==> src/bcv_pkg.sv <==
// Shared types and constants for the bundle container validator.
// Phase encoding, status codes and header constants; no dependencies.
`default_nettype none

package bcv_pkg;

   localparam logic [31:0] MAGIC_WORD   = 32'h4241_5354;
   localparam logic [31:0] VERSION_WORD = 32'd1;

   typedef enum logic [7:0] {
      PH_MAGIC   = 8'b0000_0001,
      PH_VERSION = 8'b0000_0010,
      PH_COUNT   = 8'b0000_0100,
      PH_NAMELEN = 8'b0000_1000,
      PH_NAME    = 8'b0001_0000,
      PH_BLOBLEN = 8'b0010_0000,
      PH_BLOB    = 8'b0100_0000,
      PH_TAIL    = 8'b1000_0000
   } phase_type;

   typedef enum logic [2:0] {
      ST_OK          = 3'd0,
      ST_SHORT_HDR   = 3'd1,
      ST_BAD_MAGIC   = 3'd2,
      ST_BAD_VERSION = 3'd3,
      ST_TRUNCATED   = 3'd4,
      ST_BAD_NAME    = 3'd5,
      ST_BLOB_OVERRUN = 3'd6,
      ST_TRAILING    = 3'd7
   } status_type;

endpackage

`default_nettype wire

==> src/bundle_container_validator_core.sv <==
// Byte-serial validator for a little-endian named-blob container.
// Depends on bcv_pkg for phase encoding, status codes and header constants.
//
//   channel | direction | ports                               | fires
//   req     | in        | req_data_in, req_final_byte         | every container byte
//   rsp     | out       | rsp_status, rsp_entries_seen        | once per final byte
//
// One byte per cycle: the byte updates the parse state in the cycle it is
// accepted, through one 32-bit decrement/compare stage.
// A final byte loads the result register as it is accepted and returns the
// parser to its header state, so a new container can start right behind it.
// req_ready drops only while a result is held and rsp_ready is low.
// Reset is synchronous and clears the parse state and rsp_valid.
`default_nettype none

module bundle_container_validator_core
   import bcv_pkg::*;
(
   input  wire logic        clock,
   input  wire logic        reset,
   input  wire logic        req_valid,
   output logic             req_ready,
   input  wire logic [7:0]  req_data_in,
   input  wire logic        req_final_byte,
   output logic             rsp_valid,
   input  wire logic        rsp_ready,
   output logic [2:0]       rsp_status,
   output logic [31:0]      rsp_entries_seen
);

   phase_type   phase_ff, phase_in;
   logic [1:0]  idx_ff, idx_in;
   logic [31:0] shift_ff, shift_in;
   logic [31:0] entries_left_ff, entries_left_in;
   logic [31:0] entries_done_ff, entries_done_in;
   logic [31:0] bytes_left_ff, bytes_left_in;
   status_type  err_ff, err_in;

   logic        rsp_valid_ff, rsp_valid_in;
   status_type  rsp_status_ff, rsp_status_in;
   logic [31:0] rsp_entries_ff;

   logic        req_fire;
   logic [31:0] lane;
   logic [31:0] field_val;
   logic        field_last;
   logic [31:0] bytes_dec;
   logic [31:0] entries_dec;

   assign req_ready = !rsp_valid_ff || rsp_ready;
   assign req_fire  = req_valid && req_ready;

   always_comb begin
      lane        = {24'd0, req_data_in} << {idx_ff, 3'b000};
      field_val   = shift_ff | lane;
      field_last  = (phase_ff == PH_NAMELEN) ? (idx_ff == 2'd1) : (idx_ff == 2'd3);
      bytes_dec   = (bytes_left_ff != 32'd0) ? bytes_left_ff - 32'd1 : bytes_left_ff;
      entries_dec = entries_left_ff - 32'd1;

      phase_in        = phase_ff;
      idx_in          = idx_ff;
      shift_in        = shift_ff;
      entries_left_in = entries_left_ff;
      entries_done_in = entries_done_ff;
      bytes_left_in   = bytes_left_ff;
      err_in          = err_ff;

      unique case (phase_ff)
         PH_MAGIC, PH_VERSION, PH_COUNT, PH_NAMELEN, PH_BLOBLEN: begin
            if (field_last) begin
               idx_in   = 2'd0;
               shift_in = 32'd0;
               unique case (phase_ff)
                  PH_MAGIC: begin
                     if (field_val != MAGIC_WORD && err_ff == ST_OK) err_in = ST_BAD_MAGIC;
                     phase_in = PH_VERSION;
                  end
                  PH_VERSION: begin
                     if (field_val != VERSION_WORD && err_ff == ST_OK)
                        err_in = ST_BAD_VERSION;
                     phase_in = PH_COUNT;
                  end
                  PH_COUNT: begin
                     entries_left_in = field_val;
                     phase_in = (err_ff != ST_OK || field_val == 32'd0) ? PH_TAIL : PH_NAMELEN;
                  end
                  PH_NAMELEN: begin
                     if (field_val == 32'd0) begin
                        if (err_ff == ST_OK) err_in = ST_BAD_NAME;
                        phase_in = PH_TAIL;
                     end else begin
                        bytes_left_in = field_val;
                        phase_in = PH_NAME;
                     end
                  end
                  default: begin
                     if (field_val == 32'd0) begin
                        entries_done_in = entries_done_ff + 32'd1;
                        entries_left_in = entries_dec;
                        phase_in = (entries_dec == 32'd0) ? PH_TAIL : PH_NAMELEN;
                     end else begin
                        bytes_left_in = field_val;
                        phase_in = PH_BLOB;
                     end
                  end
               endcase
            end else begin
               idx_in   = idx_ff + 2'd1;
               shift_in = field_val;
            end
         end
         PH_NAME: begin
            bytes_left_in = bytes_dec;
            if (bytes_dec == 32'd0) phase_in = PH_BLOBLEN;
         end
         PH_BLOB: begin
            bytes_left_in = bytes_dec;
            if (bytes_dec == 32'd0) begin
               entries_done_in = entries_done_ff + 32'd1;
               entries_left_in = entries_dec;
               phase_in = (entries_dec == 32'd0) ? PH_TAIL : PH_NAMELEN;
            end
         end
         default: begin
            if (err_ff == ST_OK) err_in = ST_TRAILING;
         end
      endcase

      priority if (phase_in == PH_MAGIC || phase_in == PH_VERSION || phase_in == PH_COUNT)
         rsp_status_in = ST_SHORT_HDR;
      else if (err_in != ST_OK)
         rsp_status_in = err_in;
      else if (phase_in == PH_NAMELEN || phase_in == PH_BLOBLEN)
         rsp_status_in = ST_TRUNCATED;
      else if (phase_in == PH_NAME)
         rsp_status_in = ST_BAD_NAME;
      else if (phase_in == PH_BLOB)
         rsp_status_in = ST_BLOB_OVERRUN;
      else
         rsp_status_in = ST_OK;

      rsp_valid_in = rsp_valid_ff;
      if (rsp_ready) rsp_valid_in = 1'b0;
      if (req_fire && req_final_byte) rsp_valid_in = 1'b1;
   end

   always_ff @(posedge clock) begin
      if (reset) begin
         phase_ff        <= PH_MAGIC;
         idx_ff          <= 2'd0;
         shift_ff        <= 32'd0;
         entries_left_ff <= 32'd0;
         entries_done_ff <= 32'd0;
         bytes_left_ff   <= 32'd0;
         err_ff          <= ST_OK;
         rsp_valid_ff    <= 1'b0;
      end else begin
         rsp_valid_ff <= rsp_valid_in;
         if (req_fire) begin
            if (req_final_byte) begin
               phase_ff        <= PH_MAGIC;
               idx_ff          <= 2'd0;
               shift_ff        <= 32'd0;
               entries_left_ff <= 32'd0;
               entries_done_ff <= 32'd0;
               bytes_left_ff   <= 32'd0;
               err_ff          <= ST_OK;
            end else begin
               phase_ff        <= phase_in;
               idx_ff          <= idx_in;
               shift_ff        <= shift_in;
               entries_left_ff <= entries_left_in;
               entries_done_ff <= entries_done_in;
               bytes_left_ff   <= bytes_left_in;
               err_ff          <= err_in;
            end
         end
      end
   end

   always_ff @(posedge clock) begin
      if (req_fire && req_final_byte) begin
         rsp_status_ff  <= rsp_status_in;
         rsp_entries_ff <= entries_done_in;
      end
   end

   assign rsp_valid        = rsp_valid_ff;
   assign rsp_status       = rsp_status_ff;
   assign rsp_entries_seen = rsp_entries_ff;

   a_final_gives_beat: assert property (@(posedge clock) disable iff (reset)
      req_valid && req_ready && req_final_byte |=> rsp_valid)
      else $error("final byte produced no result beat");

   a_final_restarts: assert property (@(posedge clock) disable iff (reset)
      req_valid && req_ready && req_final_byte |=>
         phase_ff == PH_MAGIC && entries_done_ff == 32'd0 && err_ff == ST_OK)
      else $error("parser not back at header after final byte");

   a_phase_onehot: assert property (@(posedge clock) disable iff (reset)
      $onehot(phase_ff))
      else $error("phase register not one-hot");

   a_body_count_live: assert property (@(posedge clock) disable iff (reset)
      (phase_ff == PH_NAME || phase_ff == PH_BLOB) |-> bytes_left_ff != 32'd0)
      else $error("name or blob phase with no bytes left");

endmodule

`default_nettype wire
==> config.mk <==
export PLATFORM = sky130hd
export DESIGN_NAME = bundle_container_validator_core
export DESIGN_NICKNAME = d
export VERILOG_FILES = /design/src/bcv_pkg.sv /design/src/bundle_container_validator_core.sv
export SDC_FILE = /design/constraint.sdc
export NUM_CORES = 1
export LEC_CHECK = 0
export CORE_AREA = 2 2 139 141
export CTS_CLUSTER_DIAMETER = 100
export CTS_CLUSTER_SIZE = 10
export DETAILED_ROUTE_END_ITERATION = 12
export DIE_AREA = 0 0 141 143
export DONT_BUFFER_PORTS = 1
export PLACE_DENSITY = 0.74
export SLEW_MARGIN = 20
export SYNTH_ARGS = -nofsm -noshare
export SYNTH_HDL_FRONTEND = slang
export SYNTH_SLANG_ARGS = --single-unit
export TNS_END_PERCENT = 5
==> constraint.sdc <==
create_clock -name clock -period 5.4 [get_ports clock]
set_input_delay 1.08 -clock clock [delete_from_list [all_inputs] [get_ports clock]]
set_output_delay 1.08 -clock clock [all_outputs]
set_load 0.005 [all_outputs]
After elaboration in Yosys (flattened, before gate mapping). Cells that the tools add are included.

Input port bits: 13. Word-level logic and storage cells: 119. Bits in registers: 177.

Equality and inequality tests: 24. Multiplexer cells: 50. $add $sub $neg: 4. Shift operators: 1. Reductions and logical operators: 29. Bitwise gates (word level): 1.

Operators with widths (number): $mux W32 (17); $pmux W32 S2 (4); $logic_not A32 Y1 (3); $mux W8 (8); $sub A32 B1 Y32 const B (2); $mux W3 (11); $add A32 B1 Y32 const B (1); $ne A32 B1 Y1 const B (1); $ne A32 B31 Y1 const B (1); $or A32 B32 Y32 (1); $pmux W8 S4 (1); $reduce_bool A32 Y1 (1); $shl A8 B5 Y32 (1); $pmux W8 S3 (1); $eq A8 B1 Y1 const B (2); $eq A8 B2 Y1 const B (2); $eq A8 B3 Y1 const B (2); $eq A8 B4 Y1 const B (2); $eq A8 B5 Y1 const B (2); $eq A8 B6 Y1 const B (2); $eq A8 B7 Y1 const B (2); $ne A3 B3 Y1 const B (5); $reduce_bool A3 Y1 (4); $pmux W3 S3 (1); 19 further kinds (32).

Logic depth before layout (Yosys ltp). Gate-level depths: netlist of run 1.

Depth in word-level cells: 13. Depth in mapped cells: 15. Mapped depth without buffers: 13.

Worst setup path after synthesis of run 1. OpenSTA, ideal clock, no wires.

Path kind: in2reg. From: input port req_data_in[7]. To: register rsp_entries_ff[20] (netlist: rsp_entries_seen[20]) (data pin). Stages on the path: 11. Setup slack: 1.377 ns. Path buffers: 2. Data arrival time: 3.763 ns. Cells stage by stage: clkbuf_1 -> mux2_2 -> a221oi_1 -> nand4_1 -> or4_1 -> o41ai_2 -> nand2_1 -> nor2_1 -> buf_2 -> nand2_1 -> xnor2_1.

Word-level cells in the longest chain between the ends: 7.

Ends and longest elaborated chain: from (decl) (RTL line bundle_container_validator_core.sv:23) `input wire logic [7:0] req_data_in,`; $shl A8 B5 Y32 (RTL line bundle_container_validator_core.sv:54) `lane = {24'd0, req_data_in} << {idx_ff, 3'b000};`; $or A32 B32 Y32 (RTL line bundle_container_validator_core.sv:55) `field_val = shift_ff | lane;`; $logic_not A32 Y1 (RTL line bundle_container_validator_core.sv:97) `if (field_val == 32'd0) begin`; $mux W32 (RTL line bundle_container_validator_core.sv:97); $mux W32 (RTL line bundle_container_validator_core.sv:73) `unique case (phase_ff)`; $mux W32 (RTL line bundle_container_validator_core.sv:70) `if (field_last) begin`; $pmux W32 S2 (RTL line bundle_container_validator_core.sv:68) `unique case (phase_ff)`; named net entries_done_in[20] (RTL line bundle_container_validator_core.sv:35) `logic [31:0] entries_done_ff, entries_done_in;`; to (signal assigned) (RTL line bundle_container_validator_core.sv:184) `rsp_entries_ff <= entries_done_in;`; to (decl) (RTL line bundle_container_validator_core.sv:41) `logic [31:0] rsp_entries_ff;`.

The timed path passes the listed nets, and every way through them passes these cells. A chain may end at the register's enable or synchronous reset.

Final worst setup path of run 1.
From: register bytes_left_ff[0]. To: register rsp_entries_ff[20] (netlist: rsp_entries_seen[20]) (data pin).

Word-level cells in the longest chain between the ends: 5. Elaborated cells on any way between the ends: 6. Classes of those cells: add/sub (1); mux (3); reduce/logical (2).

Ends and longest elaborated chain: from (decl) (RTL line bundle_container_validator_core.sv:36) `logic [31:0] bytes_left_ff, bytes_left_in;`; from (signal assigned) (RTL line bundle_container_validator_core.sv:174) `bytes_left_ff <= bytes_left_in;`; $sub A32 B1 Y32 / $reduce_bool A32 Y1 (equally long branches) (RTL line bundle_container_validator_core.sv:57) `bytes_dec = (bytes_left_ff != 32'd0) ? bytes_left_ff - 32'd1 : bytes_left_ff;`; $mux W32 * (RTL line bundle_container_validator_core.sv:57); $logic_not A32 Y1 * (RTL line bundle_container_validator_core.sv:118) `if (bytes_dec == 32'd0) begin`; $mux W32 * (RTL line bundle_container_validator_core.sv:118); $pmux W32 S2 * (RTL line bundle_container_validator_core.sv:68); named net entries_done_in[20] (RTL line bundle_container_validator_core.sv:35).

Mark *: on every way through the listed nets, which the timed path passes. The rest lies on a longest branch.

==> flow_summary.json, run 1 <==
{
  "reg2reg_slack_ns": 0.73,
  "critical_path_class": "register to register",
  "ys_warn_count": 0,
  "cts_sinks": 177,
  "rsz0062_at_grt": "false",
  "finalSetupTns_ns": 0,
  "io_pins": 50,
  "grt_remaining_overflow": 0,
  "cts.repair.resized": 0,
  "p_leak_nw": 4.07,
  "clk-insertion-delay-late_ns": 0.45,
  "start_util": 0.586,
  "num_rows": 50,
  "cts_buffers": 17,
  "syn-cell-area_sq_um": 10900,
  "power.density_nw_per_um2": 273,
  "ys.flop_type": "dfxtp_1",
  "wl_microns": 32600,
  "synthArstFlopShare": 0,
  "wl_met3_microns": 2580,
  "clockBufferDepth": 2,
  "drt_iter0_markers": 998,
  "fin_crit_sh": 0.864,
  "fp.dieH_microns": 143,
  "required_ns": 5.58,
  "synth_fp_nets": 1418,
  "port_buffers": 0,
  "place_congestion": 0.976,
  "synth_cell_types": 86,
  "outcome": "complete, no violations",
  "p_switching_mw": 0.907,
  "slew_headroom": 0.385,
  "route.met2.wl_microns": 14900,
  "vias": 10600,
  "ir_drop_uv": 229,
  "grt_usage": 0.324,
  "drv_cap": 0,
  "p_int_mw": 2.24,
  "post_cts.repair.setup_buffers": 0,
  "vias_per_cell": 6.72,
  "antenna_found_initial": 0,
  "setup_ws_ns": 0.732,
  "fin_worst_skew_ns": 0.0118,
  "ys_seq_area_frac": 0.358,
  "p_sw_frac": 0.288,
  "cts.hold.buffers_added": 0,
  "critical_path_buf_inv_count": 1,
  "worstPathCellList": "inv_1, ha_1, nor3b_2, nand4_1, or2_1, nor4b_1, o211ai_1, nand4b_1, o41ai_2, nand2_1, nor2_1, nand2_1, xnor2_1",
  "pre_cts_slack_ns": 0.863,
  "grt_pass1_vias": 9496,
  "placed_area_sq_um": 10900,
  "drt_pass1_iterations": 6,
  "syn2layout_area_growth_pct": 5.84,
  "cp-startpoint": "bytes_left_ff[0]",
  "hold_viol": 0,
  "syn_area_per_cell_sq_um": 7.77,
  "cp.arrival_ns": 4.85,
  "setup_violations": 0,
  "maxSlewViolCount": 0,
  "ys_seq_elements": 177,
  "dieWidth_microns": 141,
  "postRouteAntennaNets": 0,
  "final_area_sq_um": 11500,
  "antenna_cells": 0,
  "dieArea_sq_um": 20200,
  "grt_pass1_wl_microns": 51800,
  "grt_max_degree": 110,
  "top_layer": "met4",
  "cp_slowest_cell": "nor2_1",
  "rr_startpoint": "bytes_left_ff[0]",
  "clk_pin_slew_ns": 0.07,
  "tightest_slew_ns": 0.896,
  "critPathMaxStageDelay_ns": 0.69,
  "hold_path.class": "register to register",
  "critPathMostFrequentCell": "nand2_1",
  "wl_met1_microns": 13800,
  "cts_root_buf": "clkbuf_16",
  "htree_levels": 4,
  "fmax_ghz": 0.214,
  "final.min_clock_period_ns": 4.67,
  "drc_errors": 0,
  "synth_edf_count": 35,
  "netlist_instances": 1401,
  "post-dp-hpwl_microns": 22300,
  "power.share.sequential": 0.443,
  "fin_nets": 1349,
  "worstHoldStart": "entries_done_ff[29]",
  "core_area_sq_um": 18600,
  "comb_power_share": 0.154,
  "critPathLaunchType": "register",
  "cts_tree": "built",
  "routedWlPerCell_microns": 20.6,
  "cp-end-kind": "register",
  "cp_top_family": "simple AND/OR/NAND/NOR gates",
  "pwr-share-clk": 0.403,
  "cp_max_fo": 12,
  "drive_gt1_frac": 0.0781
}
==> per-layer routing <==
metal	up-vias	track usage
met5	-	0
met4	0	0.145
met3	79	0.0610
met2	524	0.517
met1	4972	0.429
li1	5041	-
==> path summary, 6_finish.rpt <==
path                     endpoint  cells past startpoint
max reg2reg  rsp_entries_seen[20]                     13
max          rsp_entries_seen[20]                     13
min reg2reg   entries_done_ff[29]                      2
min           entries_done_ff[29]                      2
==> cell type report <==
cell class,instances,area (sq um)
fillers,1664,7060
multi-input cells,1089,6480
flip-flops and latches,177,3890
clock buffers,18,439
well taps,234,293
repair buffers,24,180
clock inverters,14,151
inverters,23,86.3
==> power by group through the flow <==
stage | Combinational, mW | Sequential [mW] | Clock, mW
after floorplan | 0.395 | 1.41 | 0
after global placement | 0.468 | 1.42 | 0
final | 0.485 | 1.39 | 1.27
after CTS | 0.476 | 1.39 | 1.27
after global routing | 0.535 | 1.40 | 1.33
after detailed placement | 0.473 | 1.42 | 0
==> registers in the layout, summed over array words and instances, names as in the netlist <==
name              cells
bytes_left_ff        32
entries_done_ff      32
entries_left_ff      32
rsp_entries_seen     32
shift_ff             32
phase_ff              8
err_ff                3
rsp_status            3
idx_ff                2
rsp_valid             1
==> cell usage after synthesis, drive strengths merged (14+ instances only) <==
| library cell | number | area, sq um |
|---|---|---|
| dfxtp | 142 | 2840 |
| a22oi | 14 | 105 |
| nor2 | 200 | 751 |
| inv | 22 | 82.6 |
| nand2 | 100 | 375 |
| clkbuf | 100 | 377 |
| xor2 | 19 | 166 |
| a2111oi | 40 | 482 |
| xnor2 | 48 | 420 |
| o21ai | 87 | 435 |
| nor4 | 39 | 275 |
| nor3 | 70 | 362 |
| nand4 | 28 | 175 |
| a31oi | 15 | 93.8 |
| and3 | 16 | 100 |
| nand3 | 35 | 175 |
| a21oi | 169 | 857 |
| and2 | 20 | 125 |
| edfxtp | 35 | 1050 |
| or3 | 25 | 161 |
==> metrics by stage <==
stage                     hold slack, ns  total power, mW  instances   util
after CTS                          0.459             3.14       1579  0.620
final                              0.460             3.15       1579  0.620
after global placement             0.435             1.89       1547  0.588
after floorplan                    0.432             1.81       1401      -
after detailed placement           0.450             1.90       1547  0.588
after global routing               0.501             3.26       1579  0.620
==> cell usage in the layout (no fill, tap or decap), types with 6 or more instances in the layout <==
cell / n
nor3b_1: 7
nor3_1: 68
a21o_1: 11
xnor2_1: 48
nor4_1: 34
nand2_1: 100
xor2_1: 19
nor4b_1: 8
nand3_1: 35
clkbuf_16: 17
nand4_1: 28
o31ai_1: 7
a22oi_1: 14
nand3b_1: 6
a211oi_1: 6
nand2b_1: 12
dfxtp_1: 142
inv_1: 22
nand4b_1: 7
a2111oi_0: 23
o21ai_0: 82
a21oi_1: 168
and3_1: 16
and2_1: 20
a31oi_1: 15
nor2_1: 199
edfxtp_1: 35
or4_1: 9
buf_4: 24
or3_1: 24
a2111oi_2: 15
==> logic make-up (layout without fill, tap and decap cells) <==
family          Yosys count  count (layout)  share of synthesized area
compound gates          400             400                      0.240
xor+xnor                 67              67                     0.0539
fa+ha+maj                 4               4                    0.00460
buf+inv                 135              79                     0.0493
flops                   177             177                      0.358
mux                       6               6                    0.00586
simple gates            612             612                      0.288
==> worst reg2reg max path, stage by stage (launching register included) <==
cell	delay, ns
dfxtp_1	0.37
inv_1	0.10
ha_1	0.25
nor3b_2	0.39
nand4_1	0.34
or2_1	0.35
nor4b_1	0.37
o211ai_1	0.16
nand4b_1	0.33
o41ai_2	0.45
nand2_1	0.24
nor2_1	0.69
nand2_1	0.18
xnor2_1	0.18
Note: power is estimated with default switching activity, not from simulation.
==> run 2: changes to the inputs <==
CORE_AREA = 2 2 144 146   (was 2 2 139 141)
DIE_AREA = 0 0 146 148   (was 0 0 141 143)
PLACE_DENSITY = 0.7   (was 0.74)
==> flow_summary.json, run 2 (synthesis gave the netlist of run 1 again) <==
{
  "antenna_found_initial": 0,
  "cts_buffers": 17,
  "cts.hold.buffers_added": 0,
  "postRouteAntennaNets": 0,
  "num_rows": 52,
  "syn2layout_area_growth_pct": 6.46,
  "clk-insertion-delay-late_ns": 0.44,
  "final_cell_mix": "nor2_1 (199), a21oi_1 (168), dfxtp_1 (142)",
  "final.min_clock_period_ns": 4.51,
  "vias_per_cell": 6.56,
  "cts_tree": "built",
  "grt_pass1_wl_microns": 51500,
  "dieWidth_microns": 146,
  "fin_nets": 1350,
  "clk_pin_slew_ns": 0.07,
  "placed_area_sq_um": 11000,
  "grt_remaining_overflow": 0,
  "clockBufferDepth": 2,
  "p_leak_nw": 4.07,
  "antenna_cells": 0,
  "cp-end-kind": "register",
  "critPathLaunchType": "register",
  "tightest_slew_ns": 0.906,
  "drc_errors": 0,
  "maxSlewViolCount": 0,
  "cts.repair.resized": 0,
  "ir_drop_uv": 223,
  "htree_levels": 4,
  "io_pins": 50,
  "dieArea_sq_um": 21600,
  "grt_max_degree": 110,
  "port_buffers": 0,
  "finalSetupTns_ns": 0,
  "setup_violations": 0,
  "grt_usage": 0.299,
  "required_ns": 5.77,
  "fin_crit_sh": 0.835,
  "drive_gt1_frac": 0.0773,
  "start_util": 0.543,
  "drv_cap": 0,
  "drt_iter0_markers": 878,
  "place_congestion": 0.949,
  "hold_viol": 0,
  "wl_microns": 33000,
  "routedWlPerCell_microns": 20.4,
  "final_area_sq_um": 11600,
  "fp.dieH_microns": 148,
  "grt_pass1_vias": 9350,
  "hold_path.class": "register to register",
  "post-dp-hpwl_microns": 22900,
  "post_cts.repair.setup_buffers": 0,
  "core_area_sq_um": 20000,
  "vias": 10600,
  "slew_headroom": 0.394,
  "fmax_ghz": 0.222,
  "cp.arrival_ns": 4.88,
  "outcome": "complete, no violations",
  "drt_pass1_iterations": 6,
  "critical_path_class": "register to register",
  "power.density_nw_per_um2": 276,
  "fin_worst_skew_ns": 0.00818,
  "cts_root_buf": "clkbuf_16",
  "cts_sinks": 177,
  "mostFrequentLayoutCell": "nor2_1",
  "cp_max_fo": 50,
  "rsz0062_at_grt": "false",
  "fillers": 1915
}
run 2: cell count changes in the layout (fill, tap and decap cells not counted), sizes merged:
| cell | previous run | this run |
|---|---|---|
| buf | 24 | 25 |
| bufinv | 2 | 3 |
| clkbuf | 18 | 17 |
| clkinv | 8 | 7 |
| inv | 26 | 27 |
run 2: cell type report:
cell class / count / area, sq um / share of cell area
clock buffer: 17 / 425 / 0.0367
clock inverter: 15 / 180 / 0.0155
inverter: 23 / 86.3 / 0.00745
multi-input combinational: 1089 / 6480 / 0.559
sequential: 177 / 3890 / 0.336
tap: 270 / 338 / 0.0291
timing repair buffer: 25 / 188 / 0.0162
run 2: critical path: stages (launching register included):
cell,delay [ns]
dfxtp_1,0.36
inv_1,0.09
ha_1,0.24
nor3b_2,0.40
nand4_1,0.33
or2_1,0.34
nor4b_1,0.40
o211ai_1,0.13
nand4b_1,0.32
or4_4,0.63
a31o_4,0.46
nor2_1,0.39
o21ai_0,0.15
a21oi_1,0.15
run 2: metrics by stage:
step	power, mW	setup slack, ns	util	instances	hold slack (ns)
4_1_cts	3.20	0.953	0.578	1616	0.448
2_1_floorplan	1.81	1.38	-	1401	0.432
5_1_grt	3.31	0.652	0.578	1616	0.472
6_report	3.20	0.889	0.578	1616	0.454
3_5_place_dp	1.91	0.780	0.548	1584	0.439
3_3_place_gp	1.91	0.886	0.548	1584	0.433
run 2: worst paths after layout:
kind,startpoint,to,slack [ns],cells past startpoint
max reg2reg,bytes_left_ff[0],entries_left_ff[16],0.89,13
max,bytes_left_ff[0],entries_left_ff[16],0.89,13
min,entries_done_ff[29],entries_done_ff[29],0.45,2
min reg2reg,entries_done_ff[29],entries_done_ff[29],0.45,2
run 2: power breakdown:
part	internal (mW)	switching (mW)
sequential	1.37	0.0255
clock	0.734	0.569
combinational	0.177	0.322
run 2: per-layer routing:
layer / global-route usage / vias to the layer above / share of wire
li1: - / 5025 / -
met1: 0.386 / 5027 / 0.42
met2: 0.498 / 472 / 0.47
met3: 0.0599 / 84 / 0.074
met4: 0.109 / 0 / 0.032
met5: 0 / - / 0
